**config.mk**
```make
export PLATFORM = sky130hd
export DESIGN_NAME = ppsim_spawn_calc
export DESIGN_NICKNAME = d
export VERILOG_FILES = /design/src/rtl/particle_pool_simulator_macros.svh /design/src/rtl/ppsim_pkg.sv /design/src/rtl/ppsim_spawn_calc.sv
export SDC_FILE = /design/constraint.sdc
export NUM_CORES = 1
export LEC_CHECK = 0
export ABC_AREA = 1
export BUFFER_PORTS_ARGS = -buffer_cell sky130_fd_sc_hd__clkbuf_2
export CAP_MARGIN = 20
export CELL_PAD_IN_SITES_DETAIL_PLACEMENT = 1
export CELL_PAD_IN_SITES_GLOBAL_PLACEMENT = 1
export CORE_MARGIN = 1
export CORE_UTILIZATION = 41
export DETAILED_ROUTE_END_ITERATION = 8
export PLACE_DENSITY = 0.81
export SLEW_MARGIN = 10
export SYNTH_ARGS = -nofsm -noshare
export SYNTH_HDL_FRONTEND = slang
export SYNTH_SLANG_ARGS = --single-unit
export TNS_END_PERCENT = 5
```
**constraint.sdc**
```tcl
create_clock -name aclk -period 8.02 [get_ports aclk]
set_clock_uncertainty 0.15 [all_clocks]
set_input_delay 0.401 -clock aclk [delete_from_list [all_inputs] [get_ports aclk]]
set_output_delay 0.401 -clock aclk [all_outputs]
set_load 0.005 [all_outputs]
```
**src/rtl/particle_pool_simulator_macros.svh**
```systemverilog
// Assertion macros shared by the particle pool RTL.
// Expects a clock aclk and an active-low reset aresetn in the calling module.
`ifndef PARTICLE_POOL_SIMULATOR_MACROS_SVH
`define PARTICLE_POOL_SIMULATOR_MACROS_SVH

// cond must never hold outside reset
`define PPSIM_NEVER(label, cond, msg) \
    label: assert property (@(posedge aclk) disable iff (!aresetn) !(cond)) else $error(msg);

// ante implies cons in the same cycle
`define PPSIM_IMPLY(label, ante, cons, msg) \
    label: assert property (@(posedge aclk) disable iff (!aresetn) (ante) |-> (cons)) \
        else $error(msg);

// ante implies cons in the next cycle
`define PPSIM_NEXT(label, ante, cons, msg) \
    label: assert property (@(posedge aclk) disable iff (!aresetn) (ante) |=> (cons)) \
        else $error(msg);

`endif

```
**src/rtl/ppsim_pkg.sv**
```systemverilog
// Types, constants and helpers for the particle pool simulator.
// No dependencies; used by every module of the block.
package ppsim_pkg;

    // one result word before packing
    typedef struct packed {
        logic        last;
        logic        empty;
        logic [62:0] dsq;
        logic [7:0]  alpha;
        logic [7:0]  blue;
        logic [7:0]  green;
        logic [7:0]  red;
        logic [15:0] size;
        logic [31:0] pos_z;
        logic [31:0] pos_y;
        logic [31:0] pos_x;
        logic [5:0]  slot;
    } res_t;

    // one particle memory entry
    typedef struct packed {
        logic [7:0]  alpha;
        logic [7:0]  blue;
        logic [7:0]  green;
        logic [7:0]  red;
        logic [15:0] size;
        logic [31:0] spd_z;
        logic [31:0] spd_y;
        logic [31:0] spd_x;
        logic [31:0] pos_z;
        logic [31:0] pos_y;
        logic [31:0] pos_x;
    } part_t;

    localparam logic [31:0] LIFE_INIT  = 32'h0005_0000;
    localparam logic [31:0] POS_Z_INIT = 32'hFFEC_0000;
    localparam logic [31:0] SPD_Y_BASE = 32'h000A_0000;
    localparam logic [19:0] GRAV_K     = 20'd642908;
    localparam logic [24:0] RECIP_K    = 25'd17179870;  // ceil(2^31 / 125)
    localparam logic [23:0] DIV_BIAS   = 24'd62;
    localparam logic [62:0] DIST_MAX   = {63{1'b1}};

    function automatic logic [31:0] sat32(input logic [34:0] v);
        logic [31:0] r;
        if (!v[34] && (v[33:31] != 3'b000)) begin
            r = 32'h7FFF_FFFF;
        end else if (v[34] && (v[33:31] != 3'b111)) begin
            r = 32'h8000_0000;
        end else begin
            r = v[31:0];
        end
        return r;
    endfunction

endpackage

```
**src/rtl/ppsim_spawn_calc.sv**
```systemverilog
// Spawn arithmetic: direction speeds and size through one shared
// reciprocal multiplier for division by 125. Uses ppsim_pkg.
module ppsim_spawn_calc (
    input  logic               aclk,
    input  logic               aresetn,
    input  logic               start,
    input  logic signed [10:0] dir_x,
    input  logic signed [10:0] dir_y,
    input  logic signed [10:0] dir_z,
    input  logic [9:0]         size_code,
    output logic               done,
    output logic [31:0]        spd_x,
    output logic [31:0]        spd_y,
    output logic [31:0]        spd_z,
    output logic [15:0]        size
);
    import ppsim_pkg::*;

    logic [2:0]  k_reg;
    logic        run_reg;
    logic        pv_reg;
    logic [1:0]  pk_reg;
    logic [48:0] prod_reg;
    logic [17:0] quot_reg [4];
    logic        done_reg;
    logic [10:0] mag;
    logic [23:0] num;

    always_comb begin
        case (k_reg)
            3'd0:    mag = dir_x[10] ? 11'(-dir_x) : dir_x[10:0];
            3'd1:    mag = dir_y[10] ? 11'(-dir_y) : dir_y[10:0];
            3'd2:    mag = dir_z[10] ? 11'(-dir_z) : dir_z[10:0];
            default: mag = 11'd0;
        endcase
        // (x * 12288 + 62) for speeds, ((code + 200) * 4096 + 62) for size
        if (k_reg == 3'd3) begin
            num = {12'({2'b00, size_code} + 12'd200), 12'd0} + DIV_BIAS;
        end else begin
            num = {12'({1'b0, mag} * 12'd3), 12'd0} + DIV_BIAS;
        end
    end

    always_ff @(posedge aclk) begin
        if (!aresetn) begin
            run_reg  <= 1'b0;
            k_reg    <= 3'd0;
            pv_reg   <= 1'b0;
            done_reg <= 1'b0;
        end else begin
            if (start) begin
                run_reg <= 1'b1;
                k_reg   <= 3'd0;
            end else if (run_reg) begin
                k_reg <= k_reg + 3'd1;
                if (k_reg == 3'd3) begin
                    run_reg <= 1'b0;
                end
            end
            pv_reg   <= run_reg && !start;
            done_reg <= pv_reg && (pk_reg == 2'd3);
        end
    end

    always_ff @(posedge aclk) begin
        if (run_reg) begin
            prod_reg <= 49'(num) * 49'(RECIP_K);
            pk_reg   <= k_reg[1:0];
        end
        if (pv_reg) begin
            quot_reg[pk_reg] <= prod_reg[48:31];
        end
    end

    assign done  = done_reg;
    assign spd_x = dir_x[10] ? -32'(quot_reg[0]) : 32'(quot_reg[0]);
    assign spd_y = SPD_Y_BASE + (dir_y[10] ? -32'(quot_reg[1]) : 32'(quot_reg[1]));
    assign spd_z = dir_z[10] ? -32'(quot_reg[2]) : 32'(quot_reg[2]);
    assign size  = quot_reg[3][15:0];

endmodule

```
* Word level (Yosys, flattened, before mapping)
Memories as Yosys holds them, arrays and structs flattened. Index checks and enable logic that the tools add are counted.
Word-level totals: flip-flop bits (word level) 56, bits in latches 0, bits in writable memories 72, memory bits (read-only) 0, input bits 46, output and inout port bits 113, logic and storage cells 43, memories kept 1
Memory list:
- quot_reg | words 4, bits a word 18, read ports 4, clocked after Yosys merged registers in 0, wr ports 1, line ppsim_spawn_calc.sv:24 | logic [17:0] quot_reg [4];
Operators by class: add/subtract/negate cells 11, $mul 2, divide/modulo/power cells 0, order comparisons 0, equality and inequality tests 4, shift-type cells 0, multiplexer cells 13, bitwise logic cells 1, reductions and logical operators 5
Operators with widths (number):
- two-way mux 32 bit | 3
- negator 18 -> 32 bit | 3
- multiplier 24 x 24 -> 48 bit (second input constant) | 1
- two-way mux 11 bit | 3
- negator 11 bit | 3
- one-hot mux 11 bit (3 select lines) | 1
- adder 20 x 32 -> 32 bit (first input constant) | 1
- adder 23 x 6 -> 24 bit (second input constant) | 1
- adder 24 x 6 -> 24 bit (second input constant) | 1
- two-way mux 24 bit | 1
- multiplier 11 x 2 -> 12 bit (second input constant) | 1
- adder 10 x 8 -> 11 bit (second input constant) | 1
- equality test 3 x 2 -> 1 bit (second input constant) | 2
- two-way mux 1 bit | 5
- adder 3 x 1 -> 3 bit (second input constant) | 1
- equality test 3 x 1 -> 1 bit (second input constant) | 1
- zero test 3 bit | 1
- equality test 2 bit (second input constant) | 1
- logical AND 1 bit | 2
- OR reduction 2 bit | 1
- zero test 1 bit | 1
- NOT 1 bit | 1

* Longest topological paths before layout
Gate-level depths: netlist of the first run.
depth after elaboration 7, depth in mapped cells 50

* Worst setup path after synthesis of the first run
OpenSTA, ideal clock, no wires.
kind input to register, start in dir_y[10], end reg prod_reg[48] (data pin), arrival 7.926 ns, data required time 7.613 ns, slack -0.313 ns, stages on the path 44, path through buf_4 clkbuf_1 nand3_1 nand3b_1 o221ai_1 ha_1 a21o_1 a31oi_1 nor2_1 nor2_1 nand2_1 nand2_1 nor2_1 nand2_1 nand2_1 nand2_1 nand2_1 o21ai_0 [8 not listed] inv_1 fa_1 inv_1 fa_1 inv_1 ha_1 a21oi_1 o21ai_0 a21oi_1 o21ai_0 a21oi_1 o21ai_0 nand2_1 nand2_1 nand2_1 nand2_1 a21oi_1 nor2_1
Between the ends: cells in the longest elaborated chain, start to end 7
Ends and longest elaborated chain:
- from (decl) | line ppsim_spawn_calc.sv:8 | input logic signed [10:0] dir_y,
- negator 11 bit | line ppsim_spawn_calc.sv:32 | 3'd1: mag = dir_y[10] ? 11'(-dir_y) : dir_y[10:0];
- two-way mux 11 bit * | line ppsim_spawn_calc.sv:32
- one-hot mux 11 bit (3 select lines) * | line ppsim_spawn_calc.sv:30 | case (k_reg)
- multiplier 11 x 2 -> 12 bit * | line ppsim_spawn_calc.sv:40 | num = {12'({1'b0, mag} * 12'd3), 12'd0} + DIV_BIAS;
- adder 24 x 6 -> 24 bit * | line ppsim_spawn_calc.sv:40
- two-way mux 24 bit * | line ppsim_spawn_calc.sv:37 | if (k_reg == 3'd3) begin
- multiplier 24 x 24 -> 48 bit * | line ppsim_spawn_calc.sv:67 | prod_reg <= 49'(num) * 49'(RECIP_K);
- to (signal assigned) | line ppsim_spawn_calc.sv:67
- to (decl) | line ppsim_spawn_calc.sv:23 | logic [48:0] prod_reg;
Every way passes the cells marked *; elsewhere a longest branch is shown, timed or not. A chain may end at the register's enable or synchronous reset.

* Final worst setup path of the first run
start reg k_reg[0], end reg prod_reg[47] (data pin)
Between the ends: cells in the longest elaborated chain, start to end 6, elaborated cells on any way between the ends 9, those cells by class add/sub (1); mul (2); eq/ne (3); mux (2); reduce/logical (1)
Ends and longest elaborated chain:
- from (decl) | line ppsim_spawn_calc.sv:19 | logic [2:0] k_reg;
- from (signal assigned) | line ppsim_spawn_calc.sv:55 | k_reg <= k_reg + 3'd1;
- equality test 3 x 2 -> 1 bit, or another cell as far along | line ppsim_spawn_calc.sv:30
- one-hot mux 11 bit (3 select lines) | line ppsim_spawn_calc.sv:30
- multiplier 11 x 2 -> 12 bit | line ppsim_spawn_calc.sv:40
- adder 24 x 6 -> 24 bit | line ppsim_spawn_calc.sv:40
- two-way mux 24 bit * | line ppsim_spawn_calc.sv:37
- multiplier 24 x 24 -> 48 bit * | line ppsim_spawn_calc.sv:67
Marked as above.

==> results.ini, run 1 <==
[cts]
clk_path_buf_depth = 2
hold_buffers = 0
path_clk_slew_ns = 0.07
cts_tree = built
cts.sinks = 96
numCtsBuffers = 9
clkLatencyLatePin_ns = 0.34
htree_levels = 3
clock-root-buffer = clkbuf_16

[critical_path]
r2r_end = prod_reg[47]$_DFFE_PP_
critPathMaxStageDelay_ns = 0.53
reg2reg_from = k_reg[0]$_SDFFE_PP0P_
crit_slowest_cell = fa_1
crit_fanout = 4
crit_required_ns = 7.96
criticalPathCategory = reg2reg
endpoint_kind = flop
start_kind = flop
cp.arrival_ns = 8.46
r2r_slack_ns = -0.50
crit_top_cell = inv_2
reg2reg_depth = 45

[floorplan]
die-area_sq_um = 29340
core_area_sq_um = 28010
rows = 61
die_h_um = 171.3
die_w_um = 171.3
io_pins = 159
start_util_pct = 41.94

[timing]
relSlewSlack_pct = 26.32
setup_tns_ns = -5.783
fin_ws_ns = -0.5024
setup_viol = 18
grt_setup_unrepaired = true
fin_crit_ns = 8.522
fin_crit_sh_pct = 106.3
tightest_slew_ns = 1.104
slew_viol_final = 0
timing_hold_violations_final = 0
fmax_mhz = 117.3

[logic_synthesis]
netlist_area_sq_um = 11750
yosysWarnings = 0
syn_avg_cell_area_sq_um = 8.285
ys_async_sr_fraction_pct = 0
ys_top_cells_by_area = edfxtp_1 (23%), ha_1 (20%), fa_1 (13%)
synth_seq_cells = 96
synth_edf_count = 90
synth_cells = 1418
yosysUniqueCellTypes = 54
yosysSeqAreaShare_pct = 24.03
synthFlopType = edfxtp_1
synth_top_area_share_pct = 23.00
syn_nets = 1730
yosysTopAreaCell = edfxtp_1

[cells_and_area]
finish.instance_area_sq_um = 15260
drive_gt1_share_pct = 29.90
diodes = 0
final_common_cell = inv_1
areaGrowthSynthToFinish_pct = 29.88
most-common-layout-cells = inv_1 (290), nand2_1 (186), ha_1 (160), clkbuf_2 (158), buf_4 (148)
largest_reg_flops = 70
final_nets = 2046
fin_cells = 2117
nFillCells = 3346

[global_routing]
grt_overflow = 0
grt-busiest-layer = met2
use_met3_pct = 2.922
grtUsageMet2_pct = 54.74
use_met1_pct = 28.88
grt_usage_pct = 27.35
grt_pass1_vias = 12001
antenna_found_initial = 0
grt_pass1_wl_mm = 61.71
grt_max_degree = 25

[route]
routed_via_density = 5.283
drt_wl_total_mm = 42.68
dr.pass1.iters = 4
num_vias = 11185
detail_route.wl_per_cell_um = 20.16
drtAntennaViolNets = 0
drc = 0
dr.first_iter.drc_count = 480

[min_path]
min_path_type = in2reg
min_to = run_reg$_SDFF_PN0_
whs_path_depth = 3
hp-start = start

[outcome]
violations = setup timing
outcome = finished, violations left

[placed_design]
dp_cells = 2067
pre_cts_slack_ns = -0.7582
gp_congestion = 0.8797
detailed_place.area_sq_um = 13930
dpl.hpwl_mm = 30.81
numPortBuffers = 158

[job]
drv_cap = 0

## metal layers
metal,vias up,routed length [um]
met5,-,0
met4,0,1939
met3,139,1708
met2,358,22950
met1,5527,16080
li1,5161,-
## synth_stat cells, drive strengths merged, types with 5 or more instances
master / count
buf: 10
ha: 188
xnor2: 21
nor4: 6
edfxtp: 90
nor3b: 5
clkbuf: 8
nand2: 211
nor2: 145
nand4: 8
a21oi: 65
inv: 326
nand3: 78
dfxtp: 6
fa: 78
a21o: 5
nor3: 30
o21ai: 55
xor2: 48
## kinds of logic after synthesis
| group | Yosys count | synth area share [%] |
|---|---|---|
| simple gates | 491 | 18.87 |
| xor+xnor | 69 | 5.144 |
| compound gates | 151 | 7.444 |
| fa+ha+maj | 266 | 33.31 |
| flops | 96 | 24.03 |
| buf+inv | 345 | 11.20 |
## worst max-delay path by stage
stage / start / to / slack (ns) / cells past startpoint
after floorplan: dir_y[10] / prod_reg[48]$_DFFE_PP_ / 0.002 / 44
after global placement: dir_z[1] / prod_reg[48]$_DFFE_PP_ / -0.34 / 44
after detailed placement: dir_z[1] / prod_reg[48]$_DFFE_PP_ / -0.76 / 44
after CTS: k_reg[0]$_SDFFE_PP0P_ / prod_reg[45]$_DFFE_PP_ / -0.07 / 48
after global routing: k_reg[0]$_SDFFE_PP0P_ / prod_reg[47]$_DFFE_PP_ / -0.73 / 45
final: k_reg[0]$_SDFFE_PP0P_ / prod_reg[47]$_DFFE_PP_ / -0.50 / 45
## through the flow
step           util (%)  hold WS, ns
3_5_place_dp      49.72       0.3411
5_1_grt           54.48       0.1769
3_3_place_gp      49.72       0.3178
6_report          54.48       0.1833
2_1_floorplan         -       0.2901
4_1_cts           53.18       0.1702
## worst max-delay path, delay by kind of cell (launching register included)
family                     cells  cell delay, ns
and+or+nand+nor               12            1.26
adders and majority gates     11            3.94
buffers and inverters         15            1.18
AOI/OAI and AO/OA              7            1.39
DFF                            1            0.34
## final cells by class
type	count	area, sq um	area share [%]
multi-input combinational	977	8332	54.60
tap	378	473.0	3.099
timing repair buffer	323	2111	13.83
clock buffer	9	225.2	1.476
sequential	96	2825	18.51
clock inverter	7	61.31	0.4018
inverter	327	1232	8.076
## what timing repair did
item	4_1_cts	5_1_grt
gates resized for setup	115	70
setup buffers	26	10
endpoints found under the setup margin	18	18
pin swaps	81	53
Power of run 1 is not shown: default switching activity piles up to over one toggle a cycle in this logic, so the estimate is an artifact.
==> run 2: changes to the inputs <==
--- a/config.mk
+++ b/config.mk
@@ -8,12 +8,12 @@
 export ABC_AREA = 1
 export BUFFER_PORTS_ARGS = -buffer_cell sky130_fd_sc_hd__clkbuf_2
 export CAP_MARGIN = 20
-export CELL_PAD_IN_SITES_DETAIL_PLACEMENT = 1
-export CELL_PAD_IN_SITES_GLOBAL_PLACEMENT = 1
+export CELL_PAD_IN_SITES_DETAIL_PLACEMENT = 0
+export CELL_PAD_IN_SITES_GLOBAL_PLACEMENT = 2
 export CORE_MARGIN = 1
-export CORE_UTILIZATION = 41
+export CORE_UTILIZATION = 32
 export DETAILED_ROUTE_END_ITERATION = 8
-export PLACE_DENSITY = 0.81
+export PLACE_DENSITY = 0.8
 export SLEW_MARGIN = 10
 export SYNTH_ARGS = -nofsm -noshare
 export SYNTH_HDL_FRONTEND = slang
==> run 2 against run 1 <==
Via count fell by 11%. The flow now finishes without violations. Worst setup slack better by 0.56 ns. Largest cell class unchanged. Highest routed layer unchanged. Utilization fell by 12 points. Worst hold slack better by 0.010 ns. Final area is essentially flat. Final cell count rose by 4.8%. Die area rose by 28%. Sequential share of layout area hardly changed. Routed wire length decreased by 27%. Global-route usage shrank 11 points.
==> results.ini, run 2 (synthesis results as in run 1) <==
[outcome]
outcome = finished clean

[job]
drv_cap = 0

[cells_and_area]
areaGrowthSynthToFinish_pct = 29.89
post-route-util_pct = 42.59
drive_gt1_share_pct = 28.51
finish.instance_area_sq_um = 15260
multi_input_area_sq_um = 8123
largest_reg_flops = 70
final_nets = 2064
nFillCells = 3629
ff_latch_area_sq_um = 2830
diodes = 0
fin_cells = 2218
final_common_cell = inv_1
most-common-layout-cells = inv_1 (299), nand2_1 (194), buf_4 (177), ha_1 (165), clkbuf_2 (158)

[critical_path]
crit_slowest_cell = fa_1
reg2reg_from = k_reg[0]$_SDFFE_PP0P_
start_kind = flop
reg2reg_depth = 44
cp.arrival_ns = 7.91
critPathTopFamily = adder cells
criticalPathCategory = reg2reg
crit_required_ns = 7.96
path_buf_inv = 15
r2r_slack_ns = 0.06
r2r_end = prod_reg[37]$_DFFE_PP_
critPathMaxStageDelay_ns = 0.52
crit_fanout = 3
endpoint_kind = flop

[route]
drtAntennaViolNets = 0
drc = 0
dr.first_iter.drc_count = 391
detail_route.wl_per_cell_um = 14.03
drt_wl_total_mm = 31.13
routed_via_density = 4.513
num_vias = 10009
dr.pass1.iters = 5

[floorplan]
die-area_sq_um = 37480
die_w_um = 193.6
core_area_sq_um = 35830
io_pins = 159
rows = 69
die_h_um = 193.6
start_util_pct = 32.79

[timing]
hold_slack_ns = 0.1935
relSlewSlack_pct = 34.84
grt_setup_unrepaired = true
timing_hold_violations_final = 0
fin_crit_sh_pct = 99.27
slew_viol_final = 0
tightest_slew_ns = 0.9760
fmax_mhz = 125.6
setup_viol = 0
fin_crit_ns = 7.961

[min_path]
hp-start = start
min_to = run_reg$_SDFF_PN0_
min_path_type = in2reg
whs_path_depth = 3

[placed_design]
dp_cells = 2172
gp_congestion = 0.8492
detailed_place.area_sq_um = 14200
dpl.hpwl_mm = 27.07
numPortBuffers = 158

[cts]
path_clk_slew_ns = 0.07
cts.sinks = 96
clkLatencyLatePin_ns = 0.34
cts_tree = built
hold_buffers = 0
clk_path_buf_depth = 2
numCtsBuffers = 9
clock-root-buffer = clkbuf_16
htree_levels = 3

[global_routing]
grt_usage_pct = 16.84
grt_pass1_vias = 10170
antenna_found_initial = 0
grt_pass1_wl_mm = 50.78
grt_overflow = 0
grt_max_degree = 25

[run 2: stage by stage]
step | TNS [ns] | setup slack (ns)
finish | 0 | 0.05851
detailed placement | -6.481 | -0.5317
floorplan | 0 | 0.002459
CTS | 0 | 0.001751
global route | -4.594 | -0.3789
global placement | -5.112 | -0.4475
[run 2: final cells by class]
class / count / area share (%)
multi-input cells: 977 / 53.23
flip-flops and latches: 96 / 18.55
clock inverters: 7 / 0.5493
repair buffers: 341 / 14.33
well taps: 461 / 3.780
inverters: 327 / 8.092
clock buffers: 9 / 1.476
[run 2: worst max path at each step]
stage	from	end	slack, ns	cells past startpoint
2_1_floorplan	dir_y[10]	prod_reg[48]$_DFFE_PP_	0.002	44
3_3_place_gp	dir_x[0]	prod_reg[45]$_DFFE_PP_	-0.45	41
3_5_place_dp	k_reg[1]$_SDFFE_PP0P_	prod_reg[43]$_DFFE_PP_	-0.53	41
4_1_cts	k_reg[0]$_SDFFE_PP0P_	prod_reg[45]$_DFFE_PP_	0.002	46
5_1_grt	k_reg[1]$_SDFFE_PP0P_	prod_reg[37]$_DFFE_PP_	-0.38	45
6_report	k_reg[0]$_SDFFE_PP0P_	prod_reg[37]$_DFFE_PP_	0.06	44
[run 2: worst register-to-register path: cells and delay by family, from the launching register on]
| family | cells | cell delay, ns |
|---|---|---|
| adders and majority gates | 10 | 3.83 |
| and+or+nand+nor | 12 | 1.34 |
| buffers and inverters | 15 | 1.17 |
| AOI/OAI and AO/OA | 6 | 0.78 |
| DFF | 1 | 0.37 |
| xor gates and xnor gates | 1 | 0.11 |
[run 2: repair_timing]
item,CTS,global route
setup buffers,13,18
resized for setup,48,75
pin swaps,24,71
endpoints found under the setup margin,18,18
cloned,0,0
[run 2: per-layer routing]
metal	part of all wire, %	wire length [um]	up-vias	track usage, %
met5	0	0	-	0
met4	1.1	348	0	3.556
met3	3.3	1017	19	1.392
met2	49	15170	189	29.67
met1	47	14590	4601	22.42
li1	-	-	5200	-
Power of run 2 is left out for the same reason.
